## src/rtl/imh_ram.sv

```systemverilog
// Generic simple dual-port RAM: one write port, one read port, registered read.
// No dependencies.
`timescale 1ns / 1ps
`default_nettype none

module imh_ram #(
  parameter int WIDTH = 8,
  parameter int DEPTH = 16
) (
  input  wire logic                     clk,
  input  wire logic                     we,
  input  wire logic [$clog2(DEPTH)-1:0] waddr,
  input  wire logic [WIDTH-1:0]         wdata,
  input  wire logic [$clog2(DEPTH)-1:0] raddr,
  output logic      [WIDTH-1:0]         rdata
);

  logic [WIDTH-1:0] mem [DEPTH];

  always_ff @(posedge clk) begin
    if (we) begin
      mem[waddr] <= wdata;
    end
    rdata <= mem[raddr];
  end

endmodule

`default_nettype wire

```

## config.mk

```make
export PLATFORM = sky130hd
export DESIGN_NAME = imh_ram
export DESIGN_NICKNAME = d
export VERILOG_FILES = /design/src/rtl/imh_ram.sv
export SDC_FILE = /design/constraint.sdc
export NUM_CORES = 1
export LEC_CHECK = 0
export ABC_AREA = 1
export ABC_CLOCK_PERIOD_IN_PS = 1130
export BUFFER_PORTS_ARGS = -buffer_cell sky130_fd_sc_hd__buf_4
export CAP_MARGIN = 0
export CELL_PAD_IN_SITES_DETAIL_PLACEMENT = 0
export CELL_PAD_IN_SITES_GLOBAL_PLACEMENT = 1
export CORE_MARGIN = 3
export CORE_UTILIZATION = 28
export CTS_CLUSTER_SIZE = 40
export DETAILED_ROUTE_END_ITERATION = 10
export GPL_TIMING_DRIVEN = 0
export PLACE_DENSITY = 0.59
export SLEW_MARGIN = 30
export SYNTH_ARGS = -nofsm -noshare
export SYNTH_HDL_FRONTEND = slang
export SYNTH_SLANG_ARGS = --single-unit
```

## constraint.sdc

```tcl
create_clock -name clk -period 1.13 [get_ports clk]
set_clock_uncertainty 0.2 [all_clocks]
set_input_delay 0.0565 -clock clk [delete_from_list [all_inputs] [get_ports clk]]
set_output_delay 0.0565 -clock clk [all_outputs]
set_load 0.1 [all_outputs]
```

==> summary.txt <==
Run status
  • Outcome: finished with violations
  • Failing checks: negative hold slack, negative setup slack

Cells and area
  • Layout Utilization: 37.1%
  • Fraction of layout cells with a size suffix above 1: 26.2%
  • Area delta synth->final: 27.8%
  • Antenna cells: 0
  • Commonest non-fill, non-tap cell in the layout: nand2_1
  • Multi-input combinational cell area: 0.00154 sq mm
  • Final Net Count: 620
  • FILL cells: 1890
  • Commonest cells after routing, fill and taps aside: nand2_1 (157), edfxtp_1 (128), inv_1 (99)
  • FF+latch area: 0.00401 sq mm

GRT
  • First-pass GRT wire length: 23300 um
  • Pin count of the biggest net entering global routing: 17
  • Grt met1 use: 20.0%
  • Met2 usage: between 20% and 30%
  • Most used routing layer: met2
  • Vias in the first global route: about 3800
  • Initial antenna violation count: 0
  • GR Overflow Total: 0
  • Met3 global-route usage: 2.82%
  • GRT Util Overall: 14.5%

Placement
  • GPL Wtd Cong: around 0.8
  • Detail Placement HPWL: approximately 10000 um
  • I/O Buffers: 22

Die
  • Placeable Area: 0.0198 sq mm
  • # rows: roughly 50
  • Die H: 150 um
  • Initial Utilization: 29.1%
  • Die width: 150 um
  • Die area: 0.0224 sq mm
  • I/O pin count: 26

Worst setup path
  • Critical Path Max Stage Delay: around 0.34 ns
  • WP data required: 0.87 ns
  • Critical path class: reg -> out
  • WP data arrival: about 0.94 ns
  • Critical-path maximum fanout: 1
  • Critical Path Start Type: flip-flop
  • Worst path bufs/invs: 1
  • CP endpoint kind: primary output
  • Slowest-stage cell, CP: dfxtp_2
  • Worst-path cell chain: buf_12
  • Crit-path leading delay family: flip-flops

Yosys
  • Syn avg cell area: 10.5 sq um
  • Syn Inst Count: 551
  • Seq/Total Area, Yosys: approximately 69%
  • Largest family of logic cells by synthesized area: simple AND/OR/NAND/NOR gates
  • Post-Synth Adder-Cell Area: 0%
  • Mux cell area share after synthesis: 0%
  • Post-synth cell types: 12
  • Simple-gate share of the synthesized area: a little over a fifth
  • Number of synthesis warnings: 0
  • Syn Nets: around 570
  • Compound-Gate Fraction of Synth Area: 0%
  • Cell Area, Synth: between 0.005 and 0.006 sq mm
  • Xor-xnor portion of the synthesized cell area: 0%
  • Number of synthesized register bits: 136

CTS
  • Post-CTS Setup Bufs: 0
  • Clk sinks: ~140
  • Clock-pin slew reported for the worst setup and hold paths after clock tree synthesis: 0.06 ns
  • CTS buffer count: 17
  • CTS tree: yes
  • Clock buffer depth: 2
  • CTS root buffer: clkbuf_16
  • H-tree depth: 4
  • CTS Hold Bufs: 10
  • Clock latency on the worst-skew pair: 0.42 ns

Route
  • Total iterations of the first detailed-routing run: 5
  • WL/cell: 17.9 um
  • Antenna viol nets, final: 0
  • Drt first-iter violations: slightly above 300
  • DRC errors left: 0
  • Vias: between 3000 and 4000
  • Vias per cell: 4.41
  • WL final: 15700 um

Run
  • Max_cap viols: 0

Pwr
  • Power per standard cell area: 1660 mW/mm^2
  • Leak: just over 3 nW
  • Total power: 12.2 mW
  • Worst vdd ir: between 1 and 1.5 mV

Timing
  • Worst Max-Slew Pin Slew: 0.602 ns
  • Final Hold Slack: -0.0577 ns
  • Period utilization: 106%
  • Final setup margin: -0.0630 ns
  • Final setup violation count: 34
  • Tmin final: 1.19 ns
  • Relative slew slack: between 50% and 60%
  • Final setup TNS: -1.02 ns
  • RSZ-0062 raised after global routing: yes
  • Final hold violation count: 8
  • Maximum clock rate: 838 MHz
  • Final Slew Violations: 0

Min path
  • Min-Delay Path Class: in -> reg
synthesized netlist by cell type (all sizes together):
cell type,count,area (sq um)
nand2,173,649
nor2,17,63.8
inv,102,383
nand3b,2,15.0
nand3,97,485
buf,24,166
edfxtp,128,3840
dfxtp,8,160
cell families after synthesis:
family,count (synthesis)
flops,136
simple gates,289
buf+inv,126
registers in the layout (all words and copies together) (netlist names):
name and flops:
rdata 8, mem 128
per-layer routing:
| metal | routed length (um) | vias up |
|---|---|---|
| met5 | 0 | - |
| met1 | 7330 | 1879 |
| met3 | 817 | 17 |
| met2 | 7390 | 107 |
| met4 | 178 | 0 |
| li1 | - | 1875 |
stage by stage:
| step | std cells | worst slack (ns) | instance area, sq um |
|---|---|---|---|
| 2_1_floorplan | 551 | -0.0773 | 5790 |
| 6_report | 880 | -0.0630 | 7370 |
| 4_1_cts | 880 | -0.186 | 7270 |
| 3_3_place_gp | 838 | -0.622 | 6290 |
| 5_1_grt | 880 | -0.106 | 7370 |
| 3_5_place_dp | 838 | -0.661 | 6290 |
worst reg2reg max path, stage by stage (launching register included):
cell      delay (ns)
edfxtp_1        0.37
nand2_1         0.07
nand2_1         0.06
nand2_2         0.08
nand3_2         0.10
nand3_2         0.13
nand2_2         0.06
cell type report:
type / count / share of cell area, %
Clock buffer: 25 / 7.18
Clock inverter: 7 / 0.560
Buffer: 24 / 2.26
Inverter: 102 / 5.19
Multi-Input combinational cell: 289 / 20.9
Sequential cell: 136 / 54.4
Timing Repair Buffer: 32 / 4.99
Tap cell: 265 / 4.50
path summary, 6_finish.rpt:
kind	from	end	slack [ns]	cells past startpoint
min	raddr[3]	rdata[7]	-0.06	3
min reg2reg	mem[8][7]	rdata[7]	0.50	6
max	rdata[5]	rdata[5]	-0.06	1
max reg2reg	mem[3][1]	rdata[1]	-0.06	6
power breakdown:
part	switching, mW	internal (mW)
logic	0.854	0.394
clock network	2.04	3.24
registers	0.0474	5.65
what timing repair did:
item / CTS / global route
endpoints found under the setup margin: 80 / 84
gates resized for setup: 76 / 24
pin swaps: 23 / 16
endpoints found under the hold margin: 136 / 3
cloned: 0 / 0
No activity file was read; power rests on OpenSTA's default activity.
